--- src/hw/rtl/i2cseq_pkg.sv ---
`default_nettype none
package i2cseq_pkg;

	localparam int unsigned QUEUE_DEPTH_DEF = 8;

	localparam int unsigned TAG_W   = 8;
	localparam int unsigned CMD_W   = 4;
	localparam int unsigned COUNT_W = 16;
	localparam int unsigned ENTRY_W = 10;

	localparam logic [2:0] KIND_WRITE     = 3'd0;
	localparam logic [2:0] KIND_READ      = 3'd1;
	localparam logic [2:0] KIND_XFER_OK   = 3'd2;
	localparam logic [2:0] KIND_XFER_ERR  = 3'd3;
	localparam logic [2:0] KIND_SDA       = 3'd4;
	localparam logic [2:0] KIND_FORCE_REC = 3'd5;

	localparam logic [CMD_W-1:0] CMD_START_WRITE = 4'd0;
	localparam logic [CMD_W-1:0] CMD_START_READ  = 4'd1;
	localparam logic [CMD_W-1:0] CMD_DONE_OK     = 4'd2;
	localparam logic [CMD_W-1:0] CMD_DONE_ERR    = 4'd3;
	localparam logic [CMD_W-1:0] CMD_DROPPED     = 4'd4;
	localparam logic [CMD_W-1:0] CMD_REC_BEGIN   = 4'd5;
	localparam logic [CMD_W-1:0] CMD_TOGGLE_SCL  = 4'd6;
	localparam logic [CMD_W-1:0] CMD_REC_END     = 4'd7;
	localparam logic [CMD_W-1:0] CMD_LOSS_REPORT = 4'd8;

	localparam logic [COUNT_W-1:0] COUNT_MAX = 16'hFFFF;

	typedef enum logic [2:0] {
		OP_WRITE_REQ,
		OP_READ_REQ,
		OP_XFER_OK,
		OP_XFER_ERR,
		OP_SDA,
		OP_FORCE_REC
	} op_t;

	typedef struct packed {
		op_t              op;
		logic [TAG_W-1:0] tag;
		logic             notice;
		logic             busy;
		logic             sda;
	} item_t;

	typedef struct packed {
		logic  valid;
		item_t item;
	} front_out_t;

endpackage
`default_nettype wire

--- src/hw/rtl/i2cseq_ram.sv ---
`default_nettype none
module i2cseq_ram #(
	parameter int unsigned WIDTH = 10,
	parameter int unsigned DEPTH = 8
) (
	input  wire logic                     clk,
	input  wire logic                     we,
	input  wire logic [$clog2(DEPTH)-1:0] waddr,
	input  wire logic [WIDTH-1:0]         wdata,
	input  wire logic [$clog2(DEPTH)-1:0] raddr,
	output logic      [WIDTH-1:0]         rdata
);

	logic [WIDTH-1:0] mem_q [DEPTH];
	logic [WIDTH-1:0] rdata_q;

	always_ff @(posedge clk) begin
		if (we) begin
			mem_q[waddr] <= wdata;
		end
		rdata_q <= mem_q[raddr];
	end

	assign rdata = rdata_q;

endmodule
`default_nettype wire

--- src/hw/rtl/i2cseq_front.sv ---
`default_nettype none
module i2cseq_front (
	input  wire logic                     clk,
	input  wire logic                     arst_n,
	input  wire logic                     in_valid,
	output logic                          in_ready,
	input  wire logic [2:0]               kind,
	input  wire logic [7:0]               request_tag,
	input  wire logic                     wants_notice,
	input  wire logic                     bus_busy,
	input  wire logic                     sda_level,
	output i2cseq_pkg::front_out_t        fo,
	input  wire logic                     pop
);

	i2cseq_pkg::item_t dec_item;
	logic              keep;
	logic              push;

	i2cseq_pkg::item_t fifo_q [2];
	logic              wr_ptr_q;
	logic              rd_ptr_q;
	logic [1:0]        fill_q;

	always_comb begin
		dec_item.op     = i2cseq_pkg::OP_WRITE_REQ;
		dec_item.tag    = request_tag;
		dec_item.notice = wants_notice;
		dec_item.busy   = bus_busy;
		dec_item.sda    = sda_level;
		keep            = 1'b1;
		unique case (kind)
			i2cseq_pkg::KIND_WRITE:     dec_item.op = i2cseq_pkg::OP_WRITE_REQ;
			i2cseq_pkg::KIND_READ:      dec_item.op = i2cseq_pkg::OP_READ_REQ;
			i2cseq_pkg::KIND_XFER_OK:   dec_item.op = i2cseq_pkg::OP_XFER_OK;
			i2cseq_pkg::KIND_XFER_ERR:  dec_item.op = i2cseq_pkg::OP_XFER_ERR;
			i2cseq_pkg::KIND_SDA:       dec_item.op = i2cseq_pkg::OP_SDA;
			i2cseq_pkg::KIND_FORCE_REC: dec_item.op = i2cseq_pkg::OP_FORCE_REC;
			// undefined kinds have no effect: accept and drop
			default:                    keep = 1'b0;
		endcase
	end

	assign in_ready = (fill_q != 2'd2);
	assign push     = in_valid && in_ready && keep;

	always_ff @(posedge clk or negedge arst_n) begin
		if (!arst_n) begin
			wr_ptr_q <= 1'b0;
			rd_ptr_q <= 1'b0;
			fill_q   <= 2'd0;
		end else begin
			if (push) begin
				wr_ptr_q <= !wr_ptr_q;
			end
			if (pop) begin
				rd_ptr_q <= !rd_ptr_q;
			end
			unique case ({push, pop})
				2'b10:   fill_q <= fill_q + 2'd1;
				2'b01:   fill_q <= fill_q - 2'd1;
				default: fill_q <= fill_q;
			endcase
		end
	end

	always_ff @(posedge clk) begin
		if (push) begin
			fifo_q[wr_ptr_q] <= dec_item;
		end
	end

	assign fo.valid = (fill_q != 2'd0);
	assign fo.item  = fifo_q[rd_ptr_q];

endmodule
`default_nettype wire

--- src/hw/rtl/i2cseq_back.sv ---
`default_nettype none
module i2cseq_back #(
	parameter int unsigned QUEUE_DEPTH = i2cseq_pkg::QUEUE_DEPTH_DEF
) (
	input  wire logic                   clk,
	input  wire logic                   arst_n,
	input  wire i2cseq_pkg::front_out_t fi,
	output logic                        pop,
	output logic                        out_valid,
	input  wire logic                   out_ready,
	output logic [3:0]                  command,
	output logic [7:0]                  out_tag,
	output logic                        notify_requester,
	output logic [15:0]                 report_count,
	output logic                        last
);

	localparam int unsigned PTR_W = $clog2(QUEUE_DEPTH);
	localparam logic [PTR_W-1:0] PTR_LAST = PTR_W'(QUEUE_DEPTH - 1);

	typedef enum logic [1:0] {PH_IDLE, PH_WRITE, PH_READ, PH_RECOV} phase_t;
	typedef enum logic [2:0] {
		ST_ITEM,
		ST_IDLE_ENTRY,
		ST_REC_BEGIN,
		ST_REC_TOGGLE,
		ST_START_Q
	} step_t;

	step_t                               step_q, step_d;
	phase_t                              phase_q, phase_d;
	logic                                rdp_q, rdp_d;
	logic [i2cseq_pkg::TAG_W-1:0]        cur_tag_q, cur_tag_d;
	logic                                cur_notice_q, cur_notice_d;
	logic [PTR_W-1:0]                    wp_q, wp_d, rp_q, rp_d;
	logic [i2cseq_pkg::COUNT_W-1:0]      lost_q, lost_d, retry_q, retry_d;
	logic                                busy_q, busy_d;

	logic                                out_valid_q, out_valid_d;
	logic [i2cseq_pkg::CMD_W-1:0]        cmd_q, cmd_d;
	logic [i2cseq_pkg::TAG_W-1:0]        tag_q, tag_d;
	logic                                note_q, note_d;
	logic [i2cseq_pkg::COUNT_W-1:0]      cnt_q, cnt_d;
	logic                                last_q, last_d;

	logic                                slot_free;
	logic [PTR_W-1:0]                    wp_next, rp_next;
	logic                                q_empty, q_full;
	logic [i2cseq_pkg::COUNT_W-1:0]      lost_inc, retry_inc;
	logic                                idle_more;

	logic                                ram_we;
	logic [i2cseq_pkg::ENTRY_W-1:0]      ram_wdata, ram_rdata;

	assign slot_free = !out_valid_q || out_ready;
	assign wp_next   = (wp_q == PTR_LAST) ? '0 : wp_q + 1'b1;
	assign rp_next   = (rp_q == PTR_LAST) ? '0 : rp_q + 1'b1;
	assign q_empty   = (wp_q == rp_q);
	assign q_full    = (wp_next == rp_q);
	assign lost_inc  = (lost_q == i2cseq_pkg::COUNT_MAX) ? lost_q : lost_q + 1'b1;
	assign retry_inc = (retry_q == i2cseq_pkg::COUNT_MAX) ? retry_q : retry_q + 1'b1;
	// idle entry of this transaction adds results after the first one
	assign idle_more = (lost_q != '0) || fi.item.busy || !q_empty;

	assign ram_wdata = {fi.item.op == i2cseq_pkg::OP_READ_REQ,
		(fi.item.op == i2cseq_pkg::OP_READ_REQ) && fi.item.notice, fi.item.tag};

	i2cseq_ram #(
		.WIDTH (i2cseq_pkg::ENTRY_W),
		.DEPTH (QUEUE_DEPTH)
	) u_pending (
		.clk   (clk),
		.we    (ram_we),
		.waddr (wp_q),
		.wdata (ram_wdata),
		.raddr (rp_q),
		.rdata (ram_rdata)
	);

	always_comb begin
		logic                           emit;
		logic [i2cseq_pkg::CMD_W-1:0]   e_cmd;
		logic [i2cseq_pkg::TAG_W-1:0]   e_tag;
		logic                           e_note;
		logic [i2cseq_pkg::COUNT_W-1:0] e_cnt;
		logic                           e_last;
		logic                           go_idle;
		logic                           is_read;

		emit    = 1'b0;
		e_cmd   = i2cseq_pkg::CMD_START_WRITE;
		e_tag   = '0;
		e_note  = 1'b0;
		e_cnt   = '0;
		e_last  = 1'b1;
		go_idle = 1'b0;
		is_read = (fi.item.op == i2cseq_pkg::OP_READ_REQ);

		step_d       = step_q;
		phase_d      = phase_q;
		rdp_d        = rdp_q;
		cur_tag_d    = cur_tag_q;
		cur_notice_d = cur_notice_q;
		wp_d         = wp_q;
		rp_d         = rp_q;
		lost_d       = lost_q;
		retry_d      = retry_q;
		busy_d       = busy_q;
		pop          = 1'b0;
		ram_we       = 1'b0;

		unique case (step_q)
			ST_ITEM: begin
				if (fi.valid && slot_free) begin
					pop = 1'b1;
					unique case (fi.item.op)
						i2cseq_pkg::OP_WRITE_REQ, i2cseq_pkg::OP_READ_REQ: begin
							if (phase_q == PH_IDLE) begin
								cur_tag_d    = fi.item.tag;
								cur_notice_d = is_read && fi.item.notice;
								rdp_d        = 1'b0;
								phase_d      = is_read ? PH_READ : PH_WRITE;
								emit         = 1'b1;
								e_cmd        = i2cseq_pkg::CMD_START_WRITE;
								e_tag        = fi.item.tag;
							end else if (!q_full) begin
								ram_we = 1'b1;
								wp_d   = wp_next;
							end else begin
								lost_d = lost_inc;
								emit   = 1'b1;
								e_cmd  = i2cseq_pkg::CMD_DROPPED;
								e_tag  = fi.item.tag;
								e_cnt  = lost_inc;
							end
						end
						i2cseq_pkg::OP_XFER_OK: begin
							if (phase_q == PH_WRITE) begin
								emit    = 1'b1;
								e_cmd   = i2cseq_pkg::CMD_DONE_OK;
								e_tag   = cur_tag_q;
								e_last  = !idle_more;
								go_idle = 1'b1;
							end else if (phase_q == PH_READ) begin
								if (!rdp_q) begin
									// address phase done: start the data phase
									rdp_d = 1'b1;
									emit  = 1'b1;
									e_cmd = i2cseq_pkg::CMD_START_READ;
									e_tag = cur_tag_q;
								end else begin
									emit    = 1'b1;
									e_cmd   = i2cseq_pkg::CMD_DONE_OK;
									e_tag   = cur_tag_q;
									e_note  = cur_notice_q;
									e_last  = !idle_more;
									go_idle = 1'b1;
								end
							end
						end
						i2cseq_pkg::OP_XFER_ERR: begin
							if (phase_q == PH_WRITE || phase_q == PH_READ) begin
								emit    = 1'b1;
								e_cmd   = i2cseq_pkg::CMD_DONE_ERR;
								e_tag   = cur_tag_q;
								e_last  = !idle_more;
								go_idle = 1'b1;
							end else if (phase_q == PH_IDLE) begin
								go_idle = 1'b1;
							end
						end
						i2cseq_pkg::OP_SDA: begin
							if (phase_q == PH_RECOV) begin
								emit = 1'b1;
								if (fi.item.sda) begin
									e_cmd   = i2cseq_pkg::CMD_REC_END;
									e_cnt   = retry_inc;
									e_last  = !idle_more;
									retry_d = '0;
									go_idle = 1'b1;
								end else begin
									e_cmd   = i2cseq_pkg::CMD_TOGGLE_SCL;
									retry_d = retry_inc;
								end
							end
						end
						i2cseq_pkg::OP_FORCE_REC: begin
							if (phase_q == PH_IDLE) begin
								step_d = ST_REC_BEGIN;
							end
						end
					endcase
					if (go_idle) begin
						phase_d = PH_IDLE;
						busy_d  = fi.item.busy;
						step_d  = ST_IDLE_ENTRY;
					end
				end
			end
			ST_IDLE_ENTRY: begin
				// the queue head is read during this step for a possible start
				if (slot_free) begin
					if (lost_q != '0) begin
						emit   = 1'b1;
						e_cmd  = i2cseq_pkg::CMD_LOSS_REPORT;
						e_cnt  = lost_q;
						e_last = !(busy_q || !q_empty);
						lost_d = '0;
					end
					if (busy_q) begin
						step_d = ST_REC_BEGIN;
					end else if (!q_empty) begin
						step_d = ST_START_Q;
					end else begin
						step_d = ST_ITEM;
					end
				end
			end
			ST_REC_BEGIN: begin
				if (slot_free) begin
					phase_d = PH_RECOV;
					emit    = 1'b1;
					e_cmd   = i2cseq_pkg::CMD_REC_BEGIN;
					e_last  = 1'b0;
					step_d  = ST_REC_TOGGLE;
				end
			end
			ST_REC_TOGGLE: begin
				if (slot_free) begin
					emit   = 1'b1;
					e_cmd  = i2cseq_pkg::CMD_TOGGLE_SCL;
					step_d = ST_ITEM;
				end
			end
			ST_START_Q: begin
				if (slot_free) begin
					cur_tag_d    = ram_rdata[7:0];
					cur_notice_d = ram_rdata[8];
					rdp_d        = 1'b0;
					phase_d      = ram_rdata[9] ? PH_READ : PH_WRITE;
					rp_d         = rp_next;
					emit         = 1'b1;
					e_cmd        = i2cseq_pkg::CMD_START_WRITE;
					e_tag        = ram_rdata[7:0];
					step_d       = ST_ITEM;
				end
			end
			default: step_d = ST_ITEM;
		endcase

		out_valid_d = out_valid_q;
		cmd_d       = cmd_q;
		tag_d       = tag_q;
		note_d      = note_q;
		cnt_d       = cnt_q;
		last_d      = last_q;
		if (emit) begin
			out_valid_d = 1'b1;
			cmd_d       = e_cmd;
			tag_d       = e_tag;
			note_d      = e_note;
			cnt_d       = e_cnt;
			last_d      = e_last;
		end else if (out_ready) begin
			out_valid_d = 1'b0;
		end
	end

	always_ff @(posedge clk or negedge arst_n) begin
		if (!arst_n) begin
			step_q       <= ST_ITEM;
			phase_q      <= PH_IDLE;
			rdp_q        <= 1'b0;
			cur_tag_q    <= '0;
			cur_notice_q <= 1'b0;
			wp_q         <= '0;
			rp_q         <= '0;
			lost_q       <= '0;
			retry_q      <= '0;
			busy_q       <= 1'b0;
			out_valid_q  <= 1'b0;
			cmd_q        <= i2cseq_pkg::CMD_START_WRITE;
			tag_q        <= '0;
			note_q       <= 1'b0;
			cnt_q        <= '0;
			last_q       <= 1'b0;
		end else begin
			step_q       <= step_d;
			phase_q      <= phase_d;
			rdp_q        <= rdp_d;
			cur_tag_q    <= cur_tag_d;
			cur_notice_q <= cur_notice_d;
			wp_q         <= wp_d;
			rp_q         <= rp_d;
			lost_q       <= lost_d;
			retry_q      <= retry_d;
			busy_q       <= busy_d;
			out_valid_q  <= out_valid_d;
			cmd_q        <= cmd_d;
			tag_q        <= tag_d;
			note_q       <= note_d;
			cnt_q        <= cnt_d;
			last_q       <= last_d;
		end
	end

	assign out_valid        = out_valid_q;
	assign command          = cmd_q;
	assign out_tag          = tag_q;
	assign notify_requester = note_q;
	assign report_count     = cnt_q;
	assign last             = last_q;

	a_no_overrun: assert property (@(posedge clk) disable iff (!arst_n)
		ram_we |=> (wp_q != rp_q))
		else $error("pending queue write pointer caught up with read pointer");

	a_notify_done_ok: assert property (@(posedge clk) disable iff (!arst_n)
		(out_valid_q && note_q) |-> (cmd_q == i2cseq_pkg::CMD_DONE_OK))
		else $error("requester notice on a command other than done ok");

	a_start_nonempty: assert property (@(posedge clk) disable iff (!arst_n)
		(step_q == ST_START_Q) |-> (wp_q != rp_q))
		else $error("queued start with empty pending queue");

	a_loss_cleared: assert property (@(posedge clk) disable iff (!arst_n)
		(step_q == ST_IDLE_ENTRY && slot_free) |=> (lost_q == '0))
		else $error("loss count not cleared on idle entry");

	a_pop_in_item: assert property (@(posedge clk) disable iff (!arst_n)
		(step_q != ST_ITEM) |-> !pop)
		else $error("transaction taken while idle entry sequence runs");

endmodule
`default_nettype wire

--- src/hw/rtl/i2c_transaction_sequencer.sv ---
// A transaction passes the two-entry front FIFO; its first command is then registered at the output.
// Throughput: one transaction per cycle when it yields a single command and the output is not
// stalled. Entering idle adds the idle-entry step, which also carries any loss report; a
// recovery start adds the begin and toggle steps, a queued start the queued-start step; stalls hold each.
// Reset: arst_n clears phase, pointers, counters and the output; queue contents stay.
`default_nettype none
module i2c_transaction_sequencer #(
	parameter int unsigned QUEUE_DEPTH = i2cseq_pkg::QUEUE_DEPTH_DEF
) (
	input  wire logic        clk,
	input  wire logic        arst_n,
	input  wire logic        in_valid,
	output logic             in_ready,
	input  wire logic [2:0]  kind,
	input  wire logic [7:0]  request_tag,
	input  wire logic        wants_notice,
	input  wire logic        bus_busy,
	input  wire logic        sda_level,
	output logic             out_valid,
	input  wire logic        out_ready,
	output logic [3:0]       command,
	output logic [7:0]       out_tag,
	output logic             notify_requester,
	output logic [15:0]      report_count,
	output logic             last
);

	i2cseq_pkg::front_out_t front_out;
	logic                   pop;

	i2cseq_front u_front (
		.clk          (clk),
		.arst_n       (arst_n),
		.in_valid     (in_valid),
		.in_ready     (in_ready),
		.kind         (kind),
		.request_tag  (request_tag),
		.wants_notice (wants_notice),
		.bus_busy     (bus_busy),
		.sda_level    (sda_level),
		.fo           (front_out),
		.pop          (pop)
	);

	i2cseq_back #(
		.QUEUE_DEPTH (QUEUE_DEPTH)
	) u_back (
		.clk              (clk),
		.arst_n           (arst_n),
		.fi               (front_out),
		.pop              (pop),
		.out_valid        (out_valid),
		.out_ready        (out_ready),
		.command          (command),
		.out_tag          (out_tag),
		.notify_requester (notify_requester),
		.report_count     (report_count),
		.last             (last)
	);

endmodule
`default_nettype wire
--- config.mk ---
export PLATFORM = sky130hd
export DESIGN_NAME = i2c_transaction_sequencer
export DESIGN_NICKNAME = d
export VERILOG_FILES = /design/src/hw/rtl/i2cseq_pkg.sv /design/src/hw/rtl/i2cseq_ram.sv /design/src/hw/rtl/i2cseq_front.sv /design/src/hw/rtl/i2cseq_back.sv /design/src/hw/rtl/i2c_transaction_sequencer.sv
export SDC_FILE = /design/constraint.sdc
export NUM_CORES = 1
export LEC_CHECK = 0
export BUFFER_PORTS_ARGS = -buffer_cell sky130_fd_sc_hd__buf_2
export CORE_ASPECT_RATIO = 1.75
export CORE_UTILIZATION = 56
export DETAILED_ROUTE_END_ITERATION = 16
export GPL_TIMING_DRIVEN = 0
export PLACE_DENSITY = 0.85
export SETUP_SLACK_MARGIN = 0.05
export SYNTH_ARGS = -nofsm -noshare
export SYNTH_HDL_FRONTEND = slang
export SYNTH_SLANG_ARGS = --single-unit
--- constraint.sdc ---
create_clock -name clk -period 3.1 [get_ports clk]
set_input_delay 0.62 -clock clk [delete_from_list [all_inputs] [get_ports clk]]
set_output_delay 0.62 -clock clk [all_outputs]
set_load 0.005 [all_outputs]
==> results of run 1 <==
[Yosys cell counts, types with 3 or more instances]
library cell / number
sky130_fd_sc_hd__mux4_2: 20
sky130_fd_sc_hd__a21oi_1: 47
sky130_fd_sc_hd__and3_1: 12
sky130_fd_sc_hd__a31oi_1: 12
sky130_fd_sc_hd__o211ai_1: 12
sky130_fd_sc_hd__clkbuf_1: 30
sky130_fd_sc_hd__a32oi_1: 3
sky130_fd_sc_hd__ha_1: 13
sky130_fd_sc_hd__nor3_1: 15
sky130_fd_sc_hd__buf_2: 5
sky130_fd_sc_hd__or3_1: 6
sky130_fd_sc_hd__nand4_1: 9
sky130_fd_sc_hd__o21ai_0: 62
sky130_fd_sc_hd__nand2b_1: 12
sky130_fd_sc_hd__a211oi_1: 6
sky130_fd_sc_hd__o22ai_1: 8
sky130_fd_sc_hd__edfxtp_1: 108
sky130_fd_sc_hd__o31ai_1: 7
sky130_fd_sc_hd__inv_1: 31
sky130_fd_sc_hd__dfrtp_1: 89
sky130_fd_sc_hd__buf_1: 5
sky130_fd_sc_hd__xnor2_1: 12
sky130_fd_sc_hd__nor4_1: 7
sky130_fd_sc_hd__nand3b_1: 3
sky130_fd_sc_hd__a21o_1: 7
sky130_fd_sc_hd__o22a_1: 4
sky130_fd_sc_hd__a221o_1: 4
sky130_fd_sc_hd__mux2i_1: 19
sky130_fd_sc_hd__a2bb2oi_1: 3
sky130_fd_sc_hd__mux2_2: 28
sky130_fd_sc_hd__or4_1: 3
sky130_fd_sc_hd__nor2_1: 52
sky130_fd_sc_hd__buf_6: 3
sky130_fd_sc_hd__nor2b_1: 4
sky130_fd_sc_hd__nand3_1: 21
sky130_fd_sc_hd__and4_1: 4
sky130_fd_sc_hd__dfxtp_1: 10
sky130_fd_sc_hd__a22oi_1: 17
sky130_fd_sc_hd__nand2_1: 75
sky130_fd_sc_hd__xor2_1: 12
sky130_fd_sc_hd__and2_1: 5
[sequential cells by signal, summed over array words and instances (netlist names), 4 cells and up]
register,cells
u_back.report_count,16
u_back.retry_q,16
u_back.cur_tag_q,8
u_back.out_tag,8
u_back.command,4
u_back.lost_q,16
u_back.u_pending.mem_q,80
u_front.fifo_q,28
u_back.u_pending.rdata,10
[final cells by class]
type	count	area [um2]	share of cell area
Sequential cell	207	5670	0.490
Multi-Input combinational cell	569	4180	0.361
Clock buffer	28	548	0.0473
Timing Repair Buffer	62	465	0.0402
Tap cell	231	289	0.0250
Buffer	42	189	0.0163
Inverter	32	124	0.0107
Clock inverter	8	110	0.00951
[worst reg2reg max path: cells and delay by family, from the launching register on]
family	cells	cell delay, ps
DFF	1	370
AOI/OAI and AO/OA	1	250
buffers and inverters	5	830
and+or+nand+nor	4	1200
[layer usage]
layer / up-vias / wire length, um / GRT usage
li1: 3390 / - / -
met1: 3728 / 9290 / 0.332
met2: 329 / 14500 / 0.557
met3: 98 / 1540 / 0.0458
met4: 0 / 1900 / 0.212
met5: - / 0 / 0
[placed cells by master (no fill, tap or decap), types with 11 or more instances in the layout]
cell / n
sky130_fd_sc_hd__xnor2_1: 12
sky130_fd_sc_hd__edfxtp_1: 108
sky130_fd_sc_hd__a22oi_1: 15
sky130_fd_sc_hd__nand2b_1: 11
sky130_fd_sc_hd__dfrtp_1: 87
sky130_fd_sc_hd__nand3_1: 21
sky130_fd_sc_hd__o211ai_1: 12
sky130_fd_sc_hd__nor3_1: 12
sky130_fd_sc_hd__o21ai_0: 62
sky130_fd_sc_hd__nand2_1: 74
sky130_fd_sc_hd__inv_1: 31
sky130_fd_sc_hd__mux4_2: 20
sky130_fd_sc_hd__and3_1: 11
sky130_fd_sc_hd__ha_1: 13
sky130_fd_sc_hd__clkbuf_16: 20
sky130_fd_sc_hd__mux2_2: 28
sky130_fd_sc_hd__buf_2: 53
sky130_fd_sc_hd__xor2_1: 11
sky130_fd_sc_hd__a21oi_1: 47
sky130_fd_sc_hd__clkbuf_1: 33
sky130_fd_sc_hd__a31oi_1: 12
sky130_fd_sc_hd__mux2i_1: 19
sky130_fd_sc_hd__nor2_1: 44
[power by group through the flow]
stage	clock [mW]	sequential (mW)	combinational, mW
2_1_floorplan	0	3.57	1.75
3_3_place_gp	0	3.64	2.41
3_5_place_dp	0	3.66	2.49
4_1_cts	2.48	3.61	2.54
5_1_grt	2.59	3.66	2.91
6_report	2.46	3.63	2.70
[logic make-up after synthesis]
| family | count (synthesis) |
|---|---|
| flip-flops | 207 |
| AO/OA/AOI/OAI | 220 |
| adder cells (fa/ha/maj) | 13 |
| AND/OR/NAND/NOR | 245 |
| XOR/XNOR | 24 |
| multiplexers | 67 |
| buffers and inverters | 75 |
[metrics by stage]
step,util,instances,power (mW)
2_1_floorplan,-,851,5.33
3_3_place_gp,0.603,1131,6.05
3_5_place_dp,0.605,1132,6.15
4_1_cts,0.656,1177,8.63
5_1_grt,0.663,1179,9.16
6_report,0.663,1179,8.80
[what timing repair did]
action	4_1_cts	5_1_grt
pin swaps	8	4
setup buffers	10	2
gates resized for setup	17	25
hold endpoints to repair	0	0
setup endpoints to repair	89	118
[final timing paths]
kind	from	end	slack, ps	cells past startpoint
min in group clk	bus_busy	u_front.fifo_q[1][1]$_DFFE_PP_	300	1
hold reg to reg	u_back.command[1]$_DFFE_PN0P_	u_back.command[1]$_DFFE_PN0P_	480	2
setup reg to reg	u_back.step_q[2]$_DFFE_PN0P_	u_back.u_pending.mem_q[0][1]$_DFFE_PP_	170	10
max in group asynchronous	arst_n	u_back.lost_q[1]$_DFFE_PN0P_	2330	2
setup / recovery	u_back.step_q[2]$_DFFE_PN0P_	u_back.u_pending.mem_q[0][1]$_DFFE_PP_	170	10
hold / removal	arst_n	u_back.retry_q[13]$_DFFE_PN0P_	90	1
==> metrics.csv, run 1 <==
stage,metric,value,unit
outcome,run status,"complete, no violations",
sta,Max Transition Viols Final,0,
logic_synthesis,main combinational cell family by area after synthesis,compound AO/OA/AOI/OAI gates,
run,max-cap violation count,0,
logic_synthesis,xor-xnor portion of the synthesized cell area,0.0211,
route,routed vias/inst,6.40,
layout,Final Net Count,965,
logic_synthesis,cell taking the most area after synthesis,sky130_fd_sc_hd__edfxtp_1,
worst_hold_path,worst hold path class,primary input to asynchronous set/reset pin,
sta,Final Hold Violating Endpoints,0,
route,count of unresolved DRC violations after routing,0,
logic_synthesis,post-synthesis compound-gate area fraction,0.143,
die,standard-cell row count,64,
die,Top Ports,50,
sta,worst hold slack across all endpoints,93.9,ps
logic_synthesis,area fraction of the dominant cell type after synthesis,0.325,
worst_setup_path,required time worst endpoint,3320,ps
logic_synthesis,"FF+latch count, synth",207,
die,initial core utilization,0.572,
logic_synthesis,Mapped Nets,882,
route,total number of vias,7545,
pwr,PD cells,759,mW/mm2
global_route,pin count of the biggest net entering global routing,54,
clock_tree,clock tree from TritonCTS,done,
pwr,portion of total power attributed to combinational logic,0.307,
route,iteration count of the initial detailed-routing pass,7,
pwr,static power due to leakage,4.52,nW
clock_tree,number of buffers added by the clock tree synthesis step,20,
layout,design area,0.0116,mm2
placed_design,DP Worst Slack,-536,ps
worst_setup_path,data arrival at the endpoint of the critical path,3150,ps
logic_synthesis,ys async rst share,0.430,
global_route,first-pass GRT wire length,42000,um
clock_tree,Sink Count,207,
placed_design,Port Buffers,49,
route,average wire per standard cell,23.1,um
worst_setup_path,startpoint type of the worst setup path,register,
placed_design,placer's final routability congestion estimate,0.947,
logic_synthesis,Adder-Cell Fraction of Synth Area,0.0163,
clock_tree,maximum buffer depth of the clock tree,3,
route,number of DRC violations after detailed-routing iteration 0,481,
logic_synthesis,dominant synthesized flop cell,sky130_fd_sc_hd__edfxtp_1,
logic_synthesis,sequential cell area fraction in the yosys report,0.568,
pwr,portion of total power attributed to the clock network,0.280,
logic_synthesis,warning count from the yosys run,0,
pwr,largest vdd supply drop,0.772,mV
die,horizontal die dimension,103,um
pwr,Power Internal,5.73,mW
sta,Worst Max-Slew Pin Slew,1220,ps
logic_synthesis,syn avg cell area,11.7,um2
logic_synthesis,Syn Std Cell Area,0.00998,mm2
pwr,share of total power in sequential cells,0.413,
global_route,All-Layer GR Usage,0.312,
logic_synthesis,"EDFF count, synth",108,
global_route,number of global-route vias before repair,7598,
sta,clock tree skew after final layout,14.5,ps
pwr,switching part of the total power,0.349,
sta,minimum setup slack in the final design,166,ps
worst_setup_path,"delay-heaviest family, CP",simple AND/OR/NAND/NOR gates,
pwr,total net switching power,3.07,mW
sta,post-route clock period utilization,0.946,
clock_tree,"Clk Latency, worst-skew pair",510,ps
layout,share of layout cells above drive strength 1,0.199,
route,number of nets with antenna violations after routing,0,
global_route,number of antenna violations at the first check in global routing,0,
sta,minimum clock period after layout,2930,ps
sta,maximum clock rate,0.341,GHz
clock_tree,Clock Root Buffer,sky130_fd_sc_hd__clkbuf_16,
logic_synthesis,simple-gate share of the synthesized area,0.124,
die,placeable core region,0.0175,mm2
global_route,Congestion Overflow GR,0,
die,Die Height,179,um
worst_setup_path,number of buffer and inverter instances along the worst setup path,5,
layout,fill cell total of the finished layout,1304,
worst_setup_path,critical path type,register to register,
placed_design,post-detailed-placement half-perimeter wirelength,18900,um
placed_design,area post-placement,0.0106,mm2
layout,P&R area growth vs syn,16.1,%
logic_synthesis,ranking of synthesized cells by area,"sky130_fd_sc_hd__edfxtp_1 33%, sky130_fd_sc_hd__dfrtp_1 22%, sky130_fd_sc_hd__mux4_2 4.5%",
clock_tree,clock edge transition at the registers on the reported setup and hold paths,60,ps
die,area enclosed by the die boundary,0.0184,mm2
route,drt total wl,27200,um
logic_synthesis,number of library cell types mapped by synthesis,75,
worst_setup_path,sort of element at the end of the critical path,register,
layout,diode insertion count for antenna repair,0,
sta,unrepaired setup endpoints after global routing,false,
worst_setup_path,cell type of the slowest stage on the worst timing path,sky130_fd_sc_hd__or3_1,
worst_setup_path,ordered list of cells on the worst path,buf_6 -> or3_1 -> clkbuf_1 -> or3_1 -> buf_6 -> clkinvlp_4 -> o311a_4 -> nand2b_2 -> nor3_4 -> buf_12,
sta,setup violation total in the final timing report,0,
sta,final setup TNS,0,ps
clock_tree,maximum level of the CTS H-tree,1,
worst_setup_path,Max Fanout on Critical Path,10,
sta,Max-Slew Margin vs Limit,0.182,
logic_synthesis,instance count of the mapped netlist,851,
worst_setup_path,largest stage delay on the critical path,420,ps
clock_tree,number of hold buffers added after cts,0,
logic_synthesis,proportion of synthesized area in mux cells,0.0958,
Power figures use the tool's default switching activity.
==> run 2, diff against run 1 <==
clock period = 2.56 ns   (was 3.1 ns; I/O delays follow)
==> metrics.csv, run 2 (same netlist as run 1, synthesis figures left out) <==
stage,metric,value,unit,change
sta,Max Transition Viols Final,0,,unchanged
route,count of unresolved DRC violations after routing,0,,unchanged
clock_tree,clock tree from TritonCTS,done,,
worst_setup_path,startpoint type of the worst setup path,register,,
outcome,violations in the final reports,negative setup slack,,
sta,unrepaired setup endpoints after global routing,true,,
sta,maximum clock rate,0.366,GHz,+7.2%
global_route,first-pass GRT wire length,44600,um,+6.2%
clock_tree,maximum level of the CTS H-tree,1,,unchanged
clock_tree,Clock Root Buffer,sky130_fd_sc_hd__clkbuf_16,,
sta,minimum setup slack in the final design,-176,ps,-342 ps
layout,"most common cell after layout, fill and taps aside",sky130_fd_sc_hd__edfxtp_1,,
layout,number of flip-flops under the largest register name,80,,unchanged
sta,clock tree skew after final layout,9.41,ps,-5.13 ps
die,initial core utilization,0.572,,unchanged
global_route,number of global-route vias before repair,8128,,+7.0%
sta,Max-Slew Margin vs Limit,0.216,,+0.0345
layout,largest register by flop count,u_back.u_pending.mem_q,,
layout,P&R area growth vs syn,27.4,%,
route,iteration count of the initial detailed-routing pass,8,,+1
sta,Final Hold Violating Endpoints,0,,unchanged
pwr,static power due to leakage,5.01,nW,+11%
worst_setup_path,required time worst endpoint,2920,ps,-400 ps
layout,core occupancy in the finished layout,0.728,,+0.0645
route,total number of vias,8265,,+9.5%
die,area enclosed by the die boundary,0.0184,mm2,unchanged
sta,Worst Max-Slew Pin Slew,1170,ps,-51.6 ps
layout,largest registers,"u_back.u_pending.mem_q (80), u_front.fifo_q (28)",,
layout,FF/Latch Area,0.00568,mm2,+0.11%
route,met3 WL post-DR,2790,um,+81%
layout,fill cell total of the finished layout,1128,,-13%
sta,minimum clock period after layout,2740,ps,-198 ps
route,number of nets with antenna violations after routing,0,,unchanged
route,drt total wl,31900,um,+17%
placed_design,DP Worst Slack,-593,ps,-57.8 ps
run,max-cap violation count,0,,unchanged
worst_setup_path,sort of element at the end of the critical path,register,,
clock_tree,Sink Count,207,,unchanged
route,total length of routed met2 wires,15900,um,+9.7%
layout,most used cells in the layout excluding fill and tap cells,"108 x sky130_fd_sc_hd__edfxtp_1, 82 x sky130_fd_sc_hd__dfrtp_1, 72 x sky130_fd_sc_hd__nand2_1, 49 x sky130_fd_sc_hd__buf_2, 49 x sky130_fd_sc_hd__buf_4",,
die,Die Height,179,um,unchanged
worst_setup_path,Max Fanout on Critical Path,10,,unchanged
worst_hold_path,worst hold path class,primary input to asynchronous set/reset pin,,
pwr,largest vdd supply drop,0.637,mV,-18%
worst_setup_path,start point of the critical path,u_front.rd_ptr_q$_DFFE_PN0P_,,
sta,post-route clock period utilization,1.07,,+0.122
layout,diode insertion count for antenna repair,0,,unchanged
die,standard-cell row count,64,,unchanged
placed_design,placer's final routability congestion estimate,0.976,,+3.1%
global_route,All-Layer GR Usage,0.334,,+0.0217
route,number of DRC violations after detailed-routing iteration 0,791,,+64%
worst_setup_path,beginning of the worst register-to-register path,u_front.rd_ptr_q$_DFFE_PN0P_,,
clock_tree,number of buffers added by the clock tree synthesis step,19,,-5.0%
outcome,run status,finished with violations,,
worst_setup_path,critical path type,register to register,,
placed_design,post-detailed-placement half-perimeter wirelength,18500,um,-2.3%
sta,setup violation total in the final timing report,96,,+96
clock_tree,maximum buffer depth of the clock tree,3,,unchanged
clock_tree,number of hold buffers added after cts,0,,unchanged
pwr,PD cells,933,mW/mm2,+23%
worst_setup_path,data arrival at the endpoint of the critical path,3100,ps,-50 ps
global_route,pin count of the biggest net entering global routing,51,,-5.6%
global_route,number of antenna violations at the first check in global routing,2,,+2
layout,share of layout cells above drive strength 1,0.324,,+0.124
die,horizontal die dimension,103,um,unchanged
route,top metal layer carrying routed signals,met5,,
layout,area of the multi-input gates,0.00472,mm2,+13%
placed_design,Port Buffers,49,,unchanged
route,routed vias/inst,6.69,,+4.6%
die,Top Ports,50,,unchanged
clock_tree,"Clk Latency, worst-skew pair",500,ps,about the same
layout,Final Net Count,1022,,+5.9%
global_route,Congestion Overflow GR,0,,unchanged
route,wire length on met1,10200,um,+9.5%
route,average wire per standard cell,25.8,um,+12%
die,placeable core region,0.0175,mm2,unchanged
clock_tree,clock edge transition at the registers on the reported setup and hold paths,70,ps,about the same
-- run 2: changes by cell type in the layout (fill, tap and decap cells not counted), sizes merged --
cell and change:
buf +61, clkinvlp -2, clkdlybuf4s15 +2, inv +1, clkbuf -9, clkinv +3
-- run 2: final timing paths --
check	end	slack (ps)	cells past startpoint
setup / recovery	u_back.last$_DFFE_PN0P_	-180	7
hold / removal	u_back.retry_q[6]$_DFFE_PN0P_	50	1
setup reg to reg	u_back.last$_DFFE_PN0P_	-180	7
hold reg to reg	u_back.command[3]$_DFFE_PN0P_	490	1
max in group asynchronous	u_back.step_q[1]$_DFFE_PN0P_	1820	2
min in group clk	u_front.fifo_q[1][8]$_DFFE_PP_	200	1
-- run 2: critical path, stage by stage, from the launching register on --
cell                       delay [ps]
sky130_fd_sc_hd__dfrtp_1          370
sky130_fd_sc_hd__clkbuf_4         190
sky130_fd_sc_hd__clkbuf_4         220
sky130_fd_sc_hd__nor3b_1          370
sky130_fd_sc_hd__nor2_1           170
sky130_fd_sc_hd__o31ai_1          920
sky130_fd_sc_hd__a21o_1           240
sky130_fd_sc_hd__a32oi_1          110
-- run 2: per-layer routing --
| layer | track usage | vias up |
|---|---|---|
| met5 | 0 | - |
| met4 | 0.268 | 2 |
| met3 | 0.0760 | 205 |
| met2 | 0.577 | 537 |
| met1 | 0.336 | 4015 |
| li1 | - | 3506 |
-- run 2: stage by stage --
step | instance area [um2] | power [mW] | cells | setup TNS [ps] | hold WS (ps)
floorplan | 10100 | 6.50 | 851 | 0 | 216
finish | 12700 | 11.9 | 1235 | -7050 | 49.0
detailed placement | 10600 | 7.47 | 1132 | -36960 | 463
global placement | 10600 | 7.35 | 1131 | -31950 | 456
global route | 12700 | 12.3 | 1235 | -13400 | 95.8
CTS | 12100 | 10.9 | 1208 | -1220 | 74.2
-- run 2: what timing repair did --
action                     in CTS  in global routing
setup endpoints to repair     152                142
resized for setup              79                122
buffers inserted               41                 36
gates cloned                    3                  0
pin swaps                      18                 34
-- run 2: final cells by class --
class                      count  share of cell area
buffer                        37              0.0186
clock buffer                  24              0.0389
clock inverter                10             0.00837
inverter                      32              0.0104
multi-input combinational    569               0.371
sequential                   207               0.447
tap                          231              0.0227
timing repair buffer         125              0.0828
-- run 2: power by group --
part | internal (mW) | switching (mW)
combinational | 1.92 | 2.70
sequential | 4.05 | 0.374
clock | 1.58 | 1.24
